[config.mk]
export PLATFORM = sky130hd
export DESIGN_NAME = parameter_list_decoder_top
export DESIGN_NICKNAME = d
export VERILOG_FILES = /design/src/rtl/pld_pkg.sv /design/src/rtl/pld_fifo.sv /design/src/rtl/pld_decode.sv /design/src/rtl/parameter_list_decoder_top.sv
export VERILOG_INCLUDE_DIRS = /design/src /design/src/rtl
export SDC_FILE = /design/constraint.sdc
export NUM_CORES = 1
export LEC_CHECK = 0
export BUFFER_PORTS_ARGS = -buffer_cell sky130_fd_sc_hd__buf_2
export CAP_MARGIN = 25
export CORE_UTILIZATION = 30
export CTS_CLUSTER_DIAMETER = 120
export DETAILED_ROUTE_END_ITERATION = 12
export GPL_TIMING_DRIVEN = 0
export PLACE_DENSITY = 0.52
export SLEW_MARGIN = 10
export SYNTH_ARGS = -nofsm -noshare
export SYNTH_HDL_FRONTEND = slang
export SYNTH_SLANG_ARGS = --single-unit
[constraint.sdc]
create_clock -name clk_i -period 7.5 [get_ports clk_i]
set_input_delay 1.5 -clock clk_i [delete_from_list [all_inputs] [get_ports clk_i]]
set_output_delay 1.5 -clock clk_i [all_outputs]
set_load 0.03 [all_outputs]
[src/rtl/parameter_list_decoder_top_defines.svh]
// Assertion macros for the parameter list decoder.
// Included by files that check their own logic; no other dependencies.
`ifndef PARAMETER_LIST_DECODER_TOP_DEFINES_SVH
`define PARAMETER_LIST_DECODER_TOP_DEFINES_SVH

`ifndef NO_ASSERTIONS
`define PLD_ASSERT(lbl, prop, msg) \
  lbl: assert property (@(posedge clk_i) disable iff (!rst_ni) (prop)) \
    else $error(msg);
`define PLD_ASSERT_IMPL(lbl, ante, cons, msg) \
  lbl: assert property (@(posedge clk_i) disable iff (!rst_ni) (ante) |-> (cons)) \
    else $error(msg);
`define PLD_ASSERT_NEXT(lbl, ante, cons, msg) \
  lbl: assert property (@(posedge clk_i) disable iff (!rst_ni) (ante) |=> (cons)) \
    else $error(msg);
`else
`define PLD_ASSERT(lbl, prop, msg)
`define PLD_ASSERT_IMPL(lbl, ante, cons, msg)
`define PLD_ASSERT_NEXT(lbl, ante, cons, msg)
`endif

`endif

[src/rtl/pld_pkg.sv]
// Shared types and constants for the parameter list decoder.
// No dependencies.
package pld_pkg;

  localparam int unsigned LengthBitsDef = 16;
  localparam int unsigned HdrBytes      = 4;
  localparam int unsigned FifoDepth     = 4;
  localparam int unsigned FifoPtrW      = $clog2(FifoDepth);
  localparam int unsigned FifoCntW      = $clog2(FifoDepth + 1);
  localparam int unsigned CfgIdxW       = 2;

  typedef enum logic [CfgIdxW-1:0] {
    CFG_LIST_SCHEME = 2'd0,
    CFG_SENTINEL_ID = 2'd1,
    CFG_PAD_ID      = 2'd2
  } cfg_idx_e;

  typedef enum logic [2:0] {
    PH_IDLE  = 3'd0,
    PH_ENCAP = 3'd1,
    PH_HDR   = 3'd2,
    PH_VALUE = 3'd3,
    PH_SKIP  = 3'd4,
    PH_DONE  = 3'd5
  } phase_e;

  typedef enum logic [2:0] {
    K_VALUE  = 3'd0,
    K_EMPTY  = 3'd1,
    K_SENT   = 3'd2,
    K_DEND   = 3'd3,
    K_BADHDR = 3'd4,
    K_OVER   = 3'd5
  } kind_e;

  typedef struct packed {
    kind_e       kind;
    logic [15:0] param_id;
    logic [15:0] param_length;
    logic [15:0] byte_index;
    logic [7:0]  value_byte;
    logic        last_in_param;
  } res_t;

  typedef struct packed {
    logic [15:0] list_scheme;
    logic [15:0] sentinel_id;
    logic [15:0] pad_id;
  } cfg_t;

  // up to two results per byte: res0 first
  typedef struct packed {
    logic [1:0] n;
    res_t       res0;
    res_t       res1;
  } dec_out_t;

  typedef struct packed {
    phase_e phase;
    logic   count_ok;
  } dec_stat_t;

endpackage

[src/rtl/pld_fifo.sv]
// Result queue: takes zero, one or two words per cycle, hands out one.
// Depends on pld_pkg.
module pld_fifo (
  input  logic                     clk_i,
  input  logic                     rst_ni,
  input  logic [1:0]               push_n_i,
  input  pld_pkg::res_t            push0_i,
  input  pld_pkg::res_t            push1_i,
  input  logic                     pop_i,
  output pld_pkg::res_t            head_o,
  output logic [pld_pkg::FifoCntW-1:0] count_o
);
  import pld_pkg::*;

  res_t                mem_q [FifoDepth];
  logic [FifoPtrW-1:0] rd_ptr_q, rd_ptr_d;
  logic [FifoPtrW-1:0] wr_ptr_q, wr_ptr_d;
  logic [FifoCntW-1:0] count_q, count_d;
  logic [FifoPtrW-1:0] wr_ptr_nx;

  assign wr_ptr_nx = wr_ptr_q + FifoPtrW'(1);

  always_comb begin
    rd_ptr_d = rd_ptr_q + FifoPtrW'(pop_i);
    wr_ptr_d = wr_ptr_q + FifoPtrW'(push_n_i);
    count_d  = count_q + FifoCntW'(push_n_i) - FifoCntW'(pop_i);
  end

  always_ff @(posedge clk_i or negedge rst_ni) begin
    if (!rst_ni) begin
      rd_ptr_q <= '0;
      wr_ptr_q <= '0;
      count_q  <= '0;
    end else begin
      rd_ptr_q <= rd_ptr_d;
      wr_ptr_q <= wr_ptr_d;
      count_q  <= count_d;
    end
  end

  always_ff @(posedge clk_i) begin
    if (push_n_i != 2'd0) begin
      mem_q[wr_ptr_q] <= push0_i;
    end
    if (push_n_i == 2'd2) begin
      mem_q[wr_ptr_nx] <= push1_i;
    end
  end

  assign head_o  = mem_q[rd_ptr_q];
  assign count_o = count_q;

endmodule

[src/rtl/pld_decode.sv]
// Byte decoder: list state registers and the per-byte next-state logic.
// Depends on pld_pkg.
module pld_decode #(
  parameter int unsigned LENGTH_BITS = pld_pkg::LengthBitsDef
) (
  input  logic                clk_i,
  input  logic                rst_ni,
  input  logic                fire_i,
  input  logic [7:0]          data_byte_i,
  input  logic                message_start_i,
  input  logic [15:0]         message_length_i,
  input  pld_pkg::cfg_t       cfg_i,
  output pld_pkg::dec_out_t   out_o,
  output pld_pkg::dec_stat_t  stat_o
);
  import pld_pkg::*;

  localparam int unsigned SumW = ((LENGTH_BITS > 16) ? LENGTH_BITS : 16) + 1;

  phase_e                 phase_q, phase_d;
  logic [1:0]             hc_q, hc_d;
  logic [LENGTH_BITS-1:0] pos_q, pos_d;
  logic [LENGTH_BITS-1:0] tot_q, tot_d;
  logic [7:0]             slo_q, slo_d;
  logic [15:0]            id_q, id_d;
  logic [15:0]            len_q, len_d;
  logic [15:0]            vc_q, vc_d;

  phase_e                 ph;
  logic [1:0]             hc;
  logic [LENGTH_BITS-1:0] pos, tot, pos_inc;
  logic [15:0]            full_len;
  logic                   room, last, nh, prim_v, dend;
  res_t                   prim, dend_res;

  always_comb begin
    ph  = phase_q;
    hc  = hc_q;
    pos = pos_q;
    tot = tot_q;
    if (message_start_i) begin
      tot = LENGTH_BITS'(message_length_i);
      pos = '0;
      hc  = '0;
      ph  = PH_ENCAP;
    end
    phase_d  = ph;
    hc_d     = hc;
    pos_d    = pos;
    tot_d    = tot;
    slo_d    = slo_q;
    id_d     = id_q;
    len_d    = len_q;
    vc_d     = vc_q;
    prim_v   = 1'b0;
    prim     = '0;
    nh       = 1'b0;
    dend     = 1'b0;
    dend_res = '0;
    dend_res.kind = K_DEND;
    pos_inc  = pos + LENGTH_BITS'(1);
    full_len = {data_byte_i, len_q[7:0]};
    // header fits in what is left of the message
    room     = LENGTH_BITS'(tot - pos_inc) >= LENGTH_BITS'(HdrBytes);
    last     = ({1'b0, vc_q} + 17'd1) >= {1'b0, len_q};

    case (ph)
      PH_ENCAP: begin
        pos_d = pos_inc;
        if (tot < LENGTH_BITS'(HdrBytes)) begin
          phase_d   = PH_DONE;
          prim_v    = 1'b1;
          prim.kind = K_BADHDR;
        end else begin
          if (hc == 2'd0) begin
            slo_d = data_byte_i;
          end
          if (hc == 2'd1 && {data_byte_i, slo_q} != cfg_i.list_scheme) begin
            phase_d   = PH_DONE;
            prim_v    = 1'b1;
            prim.kind = K_BADHDR;
          end else begin
            hc_d = hc + 2'd1;
            nh   = (hc == 2'd3);
          end
        end
      end
      PH_HDR: begin
        pos_d = pos_inc;
        hc_d  = hc + 2'd1;
        case (hc)
          2'd0: id_d = {8'h00, data_byte_i};
          2'd1: id_d = {data_byte_i, id_q[7:0]};
          2'd2: len_d = {8'h00, data_byte_i};
          default: begin
            len_d = full_len;
            // sentinel wins over pad when both match
            if (id_q == cfg_i.sentinel_id) begin
              phase_d           = PH_DONE;
              prim_v            = 1'b1;
              prim.kind         = K_SENT;
              prim.param_id     = id_q;
              prim.param_length = full_len;
            end else if (SumW'(pos_inc) + SumW'(full_len) > SumW'(tot)) begin
              phase_d           = PH_DONE;
              prim_v            = 1'b1;
              prim.kind         = K_OVER;
              prim.param_id     = id_q;
              prim.param_length = full_len;
            end else if (full_len == 16'd0) begin
              if (id_q != cfg_i.pad_id) begin
                prim_v        = 1'b1;
                prim.kind     = K_EMPTY;
                prim.param_id = id_q;
              end
              nh = 1'b1;
            end else begin
              vc_d    = '0;
              phase_d = (id_q == cfg_i.pad_id) ? PH_SKIP : PH_VALUE;
            end
          end
        endcase
      end
      PH_VALUE, PH_SKIP: begin
        pos_d = pos_inc;
        if (ph == PH_VALUE) begin
          prim_v             = 1'b1;
          prim.kind          = K_VALUE;
          prim.param_id      = id_q;
          prim.param_length  = len_q;
          prim.byte_index    = vc_q;
          prim.value_byte    = data_byte_i;
          prim.last_in_param = last;
        end
        vc_d = vc_q + 16'd1;
        nh   = last;
      end
      default: ;
    endcase

    if (nh) begin
      hc_d = '0;
      if (!room) begin
        phase_d = PH_DONE;
        dend    = 1'b1;
      end else begin
        phase_d = PH_HDR;
      end
    end
  end

  always_ff @(posedge clk_i or negedge rst_ni) begin
    if (!rst_ni) begin
      phase_q <= PH_IDLE;
      hc_q    <= '0;
      pos_q   <= '0;
      tot_q   <= '0;
      slo_q   <= '0;
      id_q    <= '0;
      len_q   <= '0;
      vc_q    <= '0;
    end else if (fire_i) begin
      phase_q <= phase_d;
      hc_q    <= hc_d;
      pos_q   <= pos_d;
      tot_q   <= tot_d;
      slo_q   <= slo_d;
      id_q    <= id_d;
      len_q   <= len_d;
      vc_q    <= vc_d;
    end
  end

  assign out_o.n    = 2'(prim_v) + 2'(dend);
  assign out_o.res0 = prim_v ? prim : dend_res;
  assign out_o.res1 = dend_res;

  assign stat_o.phase    = phase_q;
  assign stat_o.count_ok = (vc_q < len_q);

endmodule

[src/rtl/parameter_list_decoder_top.sv]
// Parameter list decoder, top level: input register, config registers,
// decoder and result queue. Depends on pld_pkg, pld_decode, pld_fifo.
//
// Takes one message byte per cycle and sustains that rate as long as the result
// side keeps up. A byte is held in the input register, is decoded by a single
// pass of counter and compare logic, and its results (none, one or two words)
// land in a four-word queue whose head drives the outputs. A byte is decoded
// only when the queue has room for two words; with the result side stalled
// the input stalls once that room is gone. Configuration writes are taken
// every cycle and are meant to happen while no message is being decoded.
`include "parameter_list_decoder_top_defines.svh"

module parameter_list_decoder_top #(
  parameter int unsigned LENGTH_BITS = pld_pkg::LengthBitsDef
) (
  input  logic                        clk_i,
  input  logic                        rst_ni,
  input  logic                        in_valid_i,
  output logic                        in_ready_o,
  input  logic [7:0]                  data_byte_i,
  input  logic                        message_start_i,
  input  logic [15:0]                 message_length_i,
  output logic                        out_valid_o,
  input  logic                        out_ready_i,
  output logic [2:0]                  kind_o,
  output logic [15:0]                 param_id_o,
  output logic [15:0]                 param_length_o,
  output logic [15:0]                 byte_index_o,
  output logic [7:0]                  value_byte_o,
  output logic                        last_in_param_o,
  input  logic                        cfg_valid_i,
  output logic                        cfg_ready_o,
  input  logic [pld_pkg::CfgIdxW-1:0] cfg_index_i,
  input  logic [15:0]                 cfg_data_i
);
  import pld_pkg::*;

  cfg_t                cfg_q;
  logic                in_valid_q;
  logic [7:0]          byte_q;
  logic                start_q;
  logic [15:0]         mlen_q;
  logic                fire, pop, in_acc;
  logic [FifoCntW-1:0] fifo_count;
  res_t                head;
  dec_out_t            dec;
  dec_stat_t           stat;
  logic                dec_end, in_value;

  // config word
  assign cfg_ready_o = 1'b1;

  always_ff @(posedge clk_i or negedge rst_ni) begin
    if (!rst_ni) begin
      cfg_q.list_scheme <= 16'd3;
      cfg_q.sentinel_id <= 16'd1;
      cfg_q.pad_id      <= 16'd0;
    end else if (cfg_valid_i) begin
      case (cfg_idx_e'(cfg_index_i))
        CFG_LIST_SCHEME: cfg_q.list_scheme <= cfg_data_i;
        CFG_SENTINEL_ID: cfg_q.sentinel_id <= cfg_data_i;
        CFG_PAD_ID:      cfg_q.pad_id      <= cfg_data_i;
        default: ;
      endcase
    end
  end

  // decode when the queue can take two words after this cycle's pop
  assign pop  = out_valid_o && out_ready_i;
  assign fire = in_valid_q &&
                ((fifo_count <= FifoCntW'(FifoDepth - 2)) ||
                 (pop && fifo_count <= FifoCntW'(FifoDepth - 1)));
  assign in_ready_o = !in_valid_q || fire;
  assign in_acc     = in_valid_i && in_ready_o;

  always_ff @(posedge clk_i or negedge rst_ni) begin
    if (!rst_ni) begin
      in_valid_q <= 1'b0;
    end else if (in_ready_o) begin
      in_valid_q <= in_valid_i;
    end
  end

  always_ff @(posedge clk_i) begin
    if (in_acc) begin
      byte_q  <= data_byte_i;
      start_q <= message_start_i;
      mlen_q  <= message_length_i;
    end
  end

  pld_decode #(
    .LENGTH_BITS(LENGTH_BITS)
  ) u_decode (
    .clk_i            (clk_i),
    .rst_ni           (rst_ni),
    .fire_i           (fire),
    .data_byte_i      (byte_q),
    .message_start_i  (start_q),
    .message_length_i (mlen_q),
    .cfg_i            (cfg_q),
    .out_o            (dec),
    .stat_o           (stat)
  );

  pld_fifo u_fifo (
    .clk_i    (clk_i),
    .rst_ni   (rst_ni),
    .push_n_i (fire ? dec.n : 2'd0),
    .push0_i  (dec.res0),
    .push1_i  (dec.res1),
    .pop_i    (pop),
    .head_o   (head),
    .count_o  (fifo_count)
  );

  assign out_valid_o     = (fifo_count != '0);
  assign kind_o          = head.kind;
  assign param_id_o      = head.param_id;
  assign param_length_o  = head.param_length;
  assign byte_index_o    = head.byte_index;
  assign value_byte_o    = head.value_byte;
  assign last_in_param_o = head.last_in_param;

  // any word that closes the list, or a data end behind another word
  assign dec_end  = fire && dec.n != 2'd0 &&
                    (dec.res0.kind == K_BADHDR || dec.res0.kind == K_SENT ||
                     dec.res0.kind == K_OVER || dec.res0.kind == K_DEND ||
                     dec.n == 2'd2);
  assign in_value = (stat.phase == PH_VALUE) || (stat.phase == PH_SKIP);

  `PLD_ASSERT(a_fifo_bound, fifo_count <= FifoCntW'(FifoDepth), "result queue overflow")
  `PLD_ASSERT_NEXT(a_end_done, dec_end, stat.phase == PH_DONE, "list end without done phase")
  `PLD_ASSERT_IMPL(a_value_count, in_value, stat.count_ok, "value count past length")

endmodule

==> results.md, run 1 <==
Synthesis:
- Summing the sequential cell areas from Yosys gives 45.2% of the chip area.
- The post-synthesis simple-gate area fraction is 15.7%.
- The synthesized netlist devotes 14.2% of its cell area to compound gates.
- The average instance in the mapped netlist occupies 9.55 sq um.
- The synthesized net count is 2,285.
- The post-synthesis share of cell area spent on full adders, half adders and majority gates is 5.22%.
- The count of synthesis-stage warnings from yosys is 0.
- The cell area after technology mapping is 20,600 sq um.
- Multiplexer cells account for 11.1% of the synthesized area.
- Synthesis inferred 414 register bits.
- Yosys mapped the design onto 77 distinct sky130hd cell types.
- The main combinational cell family by area after synthesis is simple AND/OR/NAND/NOR gates.
- The cell accounting for the most synthesized area is sky130_fd_sc_hd__dfxtp_1.
- The count of flip-flops with a built-in enable after synthesis is 25.
- After synthesis, the share of flip-flops with an asynchronous set or reset is 36.0%.
- The fraction of synthesized cell area in xor and xnor cells is 4.37%.
- The number of standard cells after synthesis is 2,153.
- The most used flip-flop cell after synthesis is sky130_fd_sc_hd__dfxtp_1.
- The top-area cell type share of the netlist area is 23.4%.
- Yosys attributes the largest share of cell area to sky130_fd_sc_hd__dfxtp_1, sky130_fd_sc_hd__dfrtp_1, sky130_fd_sc_hd__mux4_2.

Finish:
- Of the cells placed in the final design, the portion with a size suffix greater than 1 is 18.3%.
- The final core utilization is 36.0%.
- In the final design database the tool counted 2,451 nets.
- The commonest non-fill, non-tap cell in the layout is sky130_fd_sc_hd__nand2_1.
- The non-filler instance count after layout is 3,229.
- The number of diodes added for antenna fixing is 0.
- The library cells used most frequently in the layout, excluding fill and tap cells, are sky130_fd_sc_hd__nand2_1, sky130_fd_sc_hd__dfxtp_1, sky130_fd_sc_hd__a21oi_1, sky130_fd_sc_hd__dfrtp_1, sky130_fd_sc_hd__buf_2.
- The area growth from synthesis to layout is 18.3%.

Setup path:
- In this design, the stage delay of the slowest critical-path cell is 0.63 ns.
- The arrival time reported for the critical path endpoint is 7.52 ns.
- The slowest stage cell on the critical path is sky130_fd_sc_hd__or4_4.
- In this run the worst path has a maximum fanout of 7.
- Counting both buffers and inverters, the worst setup path holds a total of 4.
- The critical path is of the flip-flop to flip-flop type.
- STA classifies the critical path startpoint as a flip-flop.
- The internal reg-to-reg setup slack is 0.45 ns.
- The number of cells on the critical path is 33.
- The worst register-to-register path has a depth of 33.
- The category of cells accounting for the largest share of critical-path delay is simple AND/OR/NAND/NOR gates.
- The worst path required time is 7.97 ns.
- The type of destination of the critical path is a flip-flop.

Clocking:
- TritonCTS built the clock tree.
- The insertion delay to the later sink of the worst-skew pair is 0.62 ns.
- The number of sinks on the clock net is 414.
- The cts-stage hold buffer count is 0.
- The maximum buffer depth of the clock tree is 3.
- The deepest level of the CTS H-tree is 2.
- The CTS clock-pin slew for the worst setup and hold paths is 0.06 ns.
- The number of CTS-inserted buffers is 48.
- CTS placed an instance of sky130_fd_sc_hd__clkbuf_16 at the clock tree root.

Run status:
- The flow ran to the end, and the final reports show no timing, DRC or antenna violations.

Min path:
- The path category of the worst min-delay check is flip-flop to flip-flop.
- The worst hold path passes through 2 cells.

STA:
- The total count of hold-check failures in the final report is 0.
- Static timing analysis puts the maximum clock frequency at 142 MHz.
- For the pin with the worst max-slew slack, the measured transition is 0.972 ns.
- After layout, the minimum clock period comes to 7.05 ns.
- Clock skew on the completed layout was measured at 0.0370 ns.
- The max-slew violation total from the final report was 0.
- The worst pin sits at a relative slew slack of 35.2%.
- Setup violations remaining at the end of the flow were counted as 0.
- The final critical-path share of the clock period is 94.0%.
- Setup repair after global routing left no endpoint under its margin.

Detailed routing:
- The wire length on met2 is 31,900 microns.
- The remaining antenna violation count is 0.
- The total wire length is 66,000 microns.
- The routed design uses 3510 microns of met3 wire.
- Summing over every cut layer, the via total after detailed routing is 16,900.
- Using the TritonRoute via totals, the vias-per-cell ratio works out to 5.25.
- The routed length on met1 is 28,600 microns.
- The top routing layer in use is met4.
- In this run, the number of DRC markers left after iteration 0 of detailed routing was 1,248.
- The mean routed wirelength per cell is 20.4 microns.
- In the routed design, unresolved DRC markers number 0.
- The number of optimization iterations in the first detailed-route pass is 7.

Place:
- During placement, the flow inserted port buffers numbering 109.
- The placed cell count is 3,141.
- Detailed placement finished with a half-perimeter wire length of 48,000 microns.
- At the end of routability-driven placement, the weighted congestion stood at 0.874.

Power and ir drop:
- The part of the power in registers is 35.1%.
- The switching portion of total power is 38.2%.
- In this run the power spent charging and discharging nets is 3330 uW.
- The power density over the cells is 358 nW/um^2.
- The largest voltage drop on the vdd net is 188 uV.
- The part of the power in combinational logic is 36.4%.
- The clock group share of total power is 28.5%.
- The internal portion of the total power is 5370 uW.
- The standby leakage power is 0.00984 uW.

Floorplanning:
- In this run the vertical extent of the chip is 264 microns.
- The region available for standard cell placement spans 67,500 sq um.
- The die is 264 microns wide.
- The I/O pin count is 111.
- The die covers 69,600 sq um.
- The starting density of the core is 30.5%.
- In this run the core area contains 95 standard-cell rows.

GRT:
- The first global-routing pass estimated 102,000 microns of wire.
- The initial antenna violation count is 1.
- After global routing the overflow that remains totals 0.
- The via count of the first global-routing pass is 17,200.
- The combined global-route utilization of all metal layers is 18.8%.
- Entering global routing, the biggest net connects 102 pins.

Flow run:
- The max-cap violation count is 0.
## timing repair
item                                    in CTS  in global routing
pin swaps                                    2                  2
gates resized for setup                     89                  9
endpoints found under the setup margin     245                242
setup buffers                                7                  3
## cell type report
| class | count | area [sq um] |
|---|---|---|
| multi-input cells | 1510 | 10600 |
| repair buffers | 127 | 749 |
| fillers | 6825 | 43200 |
| well taps | 873 | 1090 |
| flip-flops and latches | 414 | 9290 |
| clock buffers | 69 | 1420 |
| plain buffers | 139 | 628 |
| clock inverters | 18 | 260 |
| inverters | 79 | 300 |
## through the flow
stage	total power, uW	worst slack [ns]	cell area [sq um]	hold slack, ns	TNS [ns]
6_report	8700	0.448	24300	0.446	0
2_1_floorplan	5110	0.669	20600	0.420	0
3_5_place_dp	6140	-2.31	22300	0.437	-504.22
5_1_grt	9170	0.0112	24300	0.470	0
3_3_place_gp	6050	-2.59	22200	0.428	-523.19
4_1_cts	8700	0.0243	24300	0.451	0
## flip-flops by register name, indices dropped and copies added (netlist names), 3 cells and up
register / cells
byte_q: 8
u_decode.id_q: 16
u_decode.vc_q: 16
u_decode.pos_q: 16
u_decode.phase_q: 3
u_fifo.mem_q: 240
u_decode.len_q: 16
u_decode.slo_q: 8
mlen_q: 16
u_fifo.count_o: 3
u_decode.tot_q: 16
cfg_q: 48
## worst paths after layout
path,start,end
max,start_q,u_fifo.count_o[2]
min,u_fifo.mem_q[2][44],u_fifo.mem_q[2][44]
max reg2reg,start_q,u_fifo.count_o[2]
min reg2reg,u_fifo.mem_q[2][44],u_fifo.mem_q[2][44]
max in group asynchronous,rst_ni,cfg_q[16]
min in group asynchronous,rst_ni,u_decode.tot_q[1]
## logic make-up (layout without fill, tap and decap cells)
| kind of cell | after synthesis | in the layout |
|---|---|---|
| other | 1 | 1 |
| AO/OA/AOI/OAI | 470 | 470 |
| flip-flops | 414 | 414 |
| adder cells (fa/ha/maj) | 84 | 84 |
| AND/OR/NAND/NOR | 709 | 709 |
| XOR/XNOR | 101 | 101 |
| multiplexers | 145 | 145 |
| buffers and inverters | 229 | 432 |
## synth_stat cells, types with 3 or more instances
master	number
sky130_fd_sc_hd__mux4_2	60
sky130_fd_sc_hd__a22oi_1	8
sky130_fd_sc_hd__ha_1	81
sky130_fd_sc_hd__a21o_1	25
sky130_fd_sc_hd__nor4_1	20
sky130_fd_sc_hd__a211oi_1	36
sky130_fd_sc_hd__nand3b_1	5
sky130_fd_sc_hd__buf_2	9
sky130_fd_sc_hd__nor3_1	22
sky130_fd_sc_hd__o21a_1	4
sky130_fd_sc_hd__fa_1	3
sky130_fd_sc_hd__or4_1	3
sky130_fd_sc_hd__o31ai_1	69
sky130_fd_sc_hd__nor3b_1	17
sky130_fd_sc_hd__mux2_2	67
sky130_fd_sc_hd__or2_2	4
sky130_fd_sc_hd__nor2_1	95
sky130_fd_sc_hd__and2_1	14
sky130_fd_sc_hd__and4_1	3
sky130_fd_sc_hd__nand4_1	18
sky130_fd_sc_hd__buf_1	9
sky130_fd_sc_hd__nand2_1	342
sky130_fd_sc_hd__a31oi_1	9
sky130_fd_sc_hd__dfxtp_1	240
sky130_fd_sc_hd__dfrtp_1	146
sky130_fd_sc_hd__mux2i_1	18
sky130_fd_sc_hd__nand3_1	117
sky130_fd_sc_hd__a32o_1	5
sky130_fd_sc_hd__and3_1	9
sky130_fd_sc_hd__or3_1	4
sky130_fd_sc_hd__clkbuf_1	131
sky130_fd_sc_hd__xnor2_1	40
sky130_fd_sc_hd__nand2b_1	28
sky130_fd_sc_hd__xor2_1	60
sky130_fd_sc_hd__dfstp_2	3
sky130_fd_sc_hd__o211ai_1	13
sky130_fd_sc_hd__o21ai_0	116
sky130_fd_sc_hd__edfxtp_1	25
sky130_fd_sc_hd__inv_1	79
sky130_fd_sc_hd__a21oi_1	150
## worst register-to-register path: cells and delay by family, from the launching register on
| family | cells | cell delay, ns |
|---|---|---|
| flip-flops | 1 | 0.35 |
| XOR/XNOR | 4 | 0.61 |
| buffers and inverters | 4 | 0.46 |
| adder cells (fa/ha/maj) | 6 | 1.59 |
| AO/OA/AOI/OAI | 8 | 1.42 |
| AND/OR/NAND/NOR | 11 | 2.53 |
## metal layers
| layer | global-route usage (%) | vias to the layer above |
|---|---|---|
| li1 | - | 7966 |
| met5 | 0 | - |
| met2 | 32.4 | 485 |
| met4 | 6.46 | 0 |
| met1 | 24.4 | 8373 |
| met3 | 2.16 | 121 |
## power groups by stage
stage	logic, uW	clock network (uW)	registers, uW
2_1_floorplan	2160	0	2950
3_3_place_gp	2990	0	3060
3_5_place_dp	3060	0	3080
4_1_cts	3130	2520	3050
5_1_grt	3460	2610	3100
6_report	3170	2480	3050
Power figures use the tool's default switching activity.
==> run 2, diff against run 1 <==
ABC_AREA = 1   (was unset)
clock period = 7.8 ns   (was 7.5 ns; I/O delays follow)
==> results.md, run 2 <==
Detailed routing:
- The met3 wirelength from detailed routing is 4010 microns (was 3510 microns).
- The mean routed wirelength per cell is 18.7 microns (was 20.4 microns).
- The remaining antenna violation count is 0 (unchanged).
- The total wire length is 73,300 microns (was 66,000 microns).
- The wire length on met2 came to 33,200 microns (was 31,900 microns).
- The vias per cell is 4.95 (was 5.25).
- The routed length on met1 was 34,600 microns (was 28,600 microns).
- The number of design rule violations left after detail routing was 0 (unchanged).
- The top routing layer in use is met4 (unchanged).
- The total number of vias was 19,400 (was 16,900).
- The number of DRC markers in iteration 0 is 1,474 (was 1,248).
- The number of optimization iterations in the first detailed-route pass is 5 (was 7).

Min path:
- The path category of the worst min-delay check is flip-flop to flip-flop (unchanged).
- The instance count along the most critical hold path is 2 (unchanged).
- The start point of the worst min-delay path is u_fifo.mem_q[1][58] (was u_fifo.mem_q[2][44]).

Power and ir drop:
- The power density over the cells is 418 nW/um^2 (was 358 nW/um^2).
- The total power was 10,300 uW (was 8700 uW).
- The largest voltage drop on the vdd net is 191 uV (was 188 uV).
- The standby leakage power is 0.0112 uW (was 0.00984 uW).

Finish:
- Most frequent cells in the layout: sky130_fd_sc_hd__o21ai_0, sky130_fd_sc_hd__nand2_1, sky130_fd_sc_hd__nor2_1, sky130_fd_sc_hd__a21oi_1, sky130_fd_sc_hd__inv_1 (was sky130_fd_sc_hd__nand2_1, sky130_fd_sc_hd__dfxtp_1, sky130_fd_sc_hd__a21oi_1, sky130_fd_sc_hd__dfrtp_1, sky130_fd_sc_hd__buf_2).
- The area overhead of the layout relative to synthesis is 15.9% (was 18.3%).
- The final core utilization came to 35.2% (was 36.0%).
- The commonest non-fill, non-tap cell in the layout is sky130_fd_sc_hd__o21ai_0 (was sky130_fd_sc_hd__nand2_1).
- Registers with the most flip-flops: u_fifo.mem_q x240, cfg_q x48 (unchanged).
- The number of nets in the layout is 3,078 (was 2,451).
- The number of flip-flops in the largest register is 240 (unchanged).
- The largest register by flop count is u_fifo.mem_q (unchanged).
- The non-filler instance count after layout is 3,925 (was 3,229).
- The number of diodes added for antenna fixing is 0 (unchanged).
- The layout cell share with drive strength beyond 1 came to 10.6% (was 18.3%).

GRT:
- The overall overflow remaining after global route is 0 (unchanged).
- The combined global-route utilization of all metal layers is 20.4% (was 18.8%).
- The via count of the first global-routing pass is 18,300 (was 17,200).
- The maximum number of pins on one net before global-route repair is 102 (unchanged).
- The initial antenna violation count was 1 (unchanged).
- The first-pass GRT wire length is 112,000 microns (was 102,000 microns).

Flow run:
- The max-cap violation count is 0 (unchanged).

Setup path:
- The maximum single-stage delay on the critical path was 0.37 ns (was 0.63 ns).
- The worst path required time is 8.26 ns (was 7.97 ns).
- The arrival time reported for the critical path endpoint is 7.10 ns (was 7.52 ns).
- The launch point of the critical path was start_q (unchanged).
- The source of the worst register-to-register timing path is start_q (unchanged).
- The number of cells on the critical path is 39 (was 33).
- The buffers plus inverters on the worst setup path is 9 (was 4).
- The kind of critical path is flip-flop to flip-flop (unchanged).
- The slowest stage cell on the critical path is sky130_fd_sc_hd__edfxtp_1 (was sky130_fd_sc_hd__or4_4).
- The internal reg-to-reg setup slack is 1.16 ns (was 0.45 ns).
- By instance count, the cell type seen most on the critical path is sky130_fd_sc_hd__nand2_1.
- The maximum fanout encountered on the critical timing path is 10 (was 7).
- The startpoint type of the worst setup path is a flip-flop (unchanged).
- The logic depth of the worst register-to-register path came to 39 (was 33).
- The category of cells accounting for the largest share of critical-path delay is simple AND/OR/NAND/NOR gates (unchanged).
- The type of destination of the critical path is a flip-flop (unchanged).

Synthesis:
- The per-instance average area after synthesis is 7.63 sq um (was 9.55 sq um).
- The count of flip-flops with a built-in enable after synthesis was 25 (unchanged).
- The top-area cell type share of the netlist area is 22.6% (was 23.4%).
- The most used flip-flop cell after synthesis is sky130_fd_sc_hd__dfxtp_1 (unchanged).
- The post-synthesis async set-or-reset flop share is 36.0% (unchanged).
- The number of flip-flops and latches in the synthesized netlist is 414 (unchanged).
- The sequential cell area fraction in the yosys report came to 43.7% (was 45.2%).
- The cell accounting for the most synthesized area is sky130_fd_sc_hd__dfxtp_1 (unchanged).
- The unique cell type count in the Yosys netlist came to 56 (was 77).
- Area contributors post-synth: sky130_fd_sc_hd__dfxtp_1, sky130_fd_sc_hd__dfrtp_1, sky130_fd_sc_hd__o21ai_0 (was sky130_fd_sc_hd__dfxtp_1, sky130_fd_sc_hd__dfrtp_1, sky130_fd_sc_hd__mux4_2).
- The number of standard cells after synthesis came to 2,785 (was 2,153).
- The synthesized net count came to 2,917 (was 2,285).
- Leading post-synthesis cells by instance count: sky130_fd_sc_hd__o21ai_0, sky130_fd_sc_hd__nand2_1, sky130_fd_sc_hd__nor2_1 (was sky130_fd_sc_hd__nand2_1, sky130_fd_sc_hd__dfxtp_1, sky130_fd_sc_hd__a21oi_1).
- The most common cell in the synthesized netlist is sky130_fd_sc_hd__o21ai_0 (was sky130_fd_sc_hd__nand2_1).
- The cell area after technology mapping is 21,300 sq um (was 20,600 sq um).
- The count of synthesis-stage warnings from yosys is 0 (unchanged).

Floorplanning:
- The die height is 268 microns (was 264 microns).
- The total number of placement rows was 97 (was 95).
- The area of the placeable core was 70,000 sq um (was 67,500 sq um).
- The I/O pin count was 111 (unchanged).
- The overall die area is 71,900 sq um (was 69,600 sq um).
- The starting density of the core is 30.4% (was 30.5%).
- The die boundary width is 268 microns (was 264 microns).

STA:
- The worst setup margin is 1.16 ns (was 0.448 ns).
- The headroom to the max-slew limit came to 39.3% (was 35.2%).
- The final setup TNS is 0 ns (unchanged).
- The total of endpoints with negative setup slack in the final report came to 0 (unchanged).
- The setup clock skew after layout is 0.0530 ns (was 0.0370 ns).
- The minimum clock period after layout is 6.64 ns (was 7.05 ns).
- The final critical-path share of the clock period is 85.1% (was 94.0%).
- RSZ-0062 raised after global routing: no (unchanged).
- The max-slew violation total from the final report is 0 (unchanged).
- The total count of hold-check failures in the final report is 0 (unchanged).
- The actual slew at the worst max-slew pin was 0.911 ns (was 0.972 ns).
- The highest attainable clock frequency is 151 MHz (was 142 MHz).

Clocking:
- The CTS clock-pin slew for the worst setup and hold paths is 0.06 ns (about the same).
- The TritonCTS clock tree is built (unchanged).
- The insertion delay to the later sink of the worst-skew pair is 0.63 ns (was 0.62 ns).
- The number of CTS-inserted buffers is 49 (was 48).
- The master cell of the clock root buffer is sky130_fd_sc_hd__clkbuf_16 (unchanged).
- The number of post-CTS setup repair buffers is 0 (was 7).
- The maximum buffer depth of the clock tree is 3 (unchanged).
- The number of cells upsized or downsized after cts is 0 (was 89).
- The deepest level of the CTS H-tree is 2 (unchanged).
- The cts-stage hold buffer count was 0 (unchanged).
- The number of sinks on the clock net is 414 (unchanged).

Place:
- The placed cell count is 3,835 (was 3,141).
- The placer congestion estimate came to 0.863 (was 0.874).
- The post-detailed-placement half-perimeter wirelength is 53,500 microns (was 48,000 microns).
- The number of buffers inserted by port buffering was 109 (unchanged).
- The pre-CTS setup slack is 1.24 ns (was -2.31 ns).

Run status:
- Run status: complete, no violations (unchanged).
-- run 2: cell count changes after synthesis, sizes merged, moves of 33 or more --
| cell | previous run | this run |
|---|---|---|
| a211oi | 36 | 2 |
| a21oi | 150 | 257 |
| buf | 19 | 52 |
| inv | 79 | 271 |
| mux2 | 67 | 0 |
| mux4 | 60 | 0 |
| nand2 | 342 | 467 |
| nor2 | 95 | 277 |
| o21ai | 118 | 502 |
| o22ai | 2 | 64 |
| o31ai | 69 | 10 |
-- run 2: layer usage --
layer | vias to the layer above | track usage, %
met5 | - | 0
met4 | 0 | 4.68
met3 | 100 | 2.49
met2 | 526 | 32.3
met1 | 9188 | 29.3
li1 | 9617 | -
-- run 2: power breakdown --
part | switching (uW) | internal (uW) | leakage [uW]
Sequential | 467 | 2940 | 0.00416
Clock | 1000 | 1330 | 0.000801
Combinational | 3100 | 1480 | 0.00623
Total | 4570 | 5740 | 0.0112
-- run 2: final cells by class --
type / count / area (sq um)
Inverter: 275 / 1040
Tap cell: 940 / 1180
Timing Repair Buffer: 110 / 583
Fill cell: 7484 / 45400
Multi-Input combinational cell: 1938 / 10200
Clock inverter: 19 / 225
Sequential cell: 414 / 9290
Buffer: 158 / 694
Clock buffer: 71 / 1400
-- run 2: final timing paths --
check	to
setup reg to reg	u_fifo.mem_q[3][51]
setup / recovery	u_fifo.mem_q[3][51]
max in group asynchronous	u_decode.phase_q[2]
min in group asynchronous	cfg_q[42]
hold / removal	u_fifo.mem_q[1][58]
hold reg to reg	u_fifo.mem_q[1][58]
-- run 2: cells by family (layout without fill, tap and decap cells) --
group	after synthesis	after routing	share of synthesized area, %
AND/OR/NAND/NOR	921	921	18.8
AO/OA/AOI/OAI	855	855	21.1
buffers and inverters	433	633	8.18
flip-flops	414	414	43.7
adder cells (fa/ha/maj)	84	84	5.05
XOR/XNOR	77	77	3.21
other	1	1	0.0176
-- run 2: per-stage QoR --
step / hold slack [ns] / instance area (sq um)
finish: 0.467 / 24600
global route: 0.493 / 24600
CTS: 0.466 / 24600
detailed placement: 0.450 / 23000
global placement: 0.448 / 23000
floorplan: 0.435 / 21300
-- run 2: worst min-delay path: cells and delay by family, from the launching register on --
kind,cells,cell delay [ns]
compound gates,1,0.06
flops,1,0.32
simple gates,1,0.05
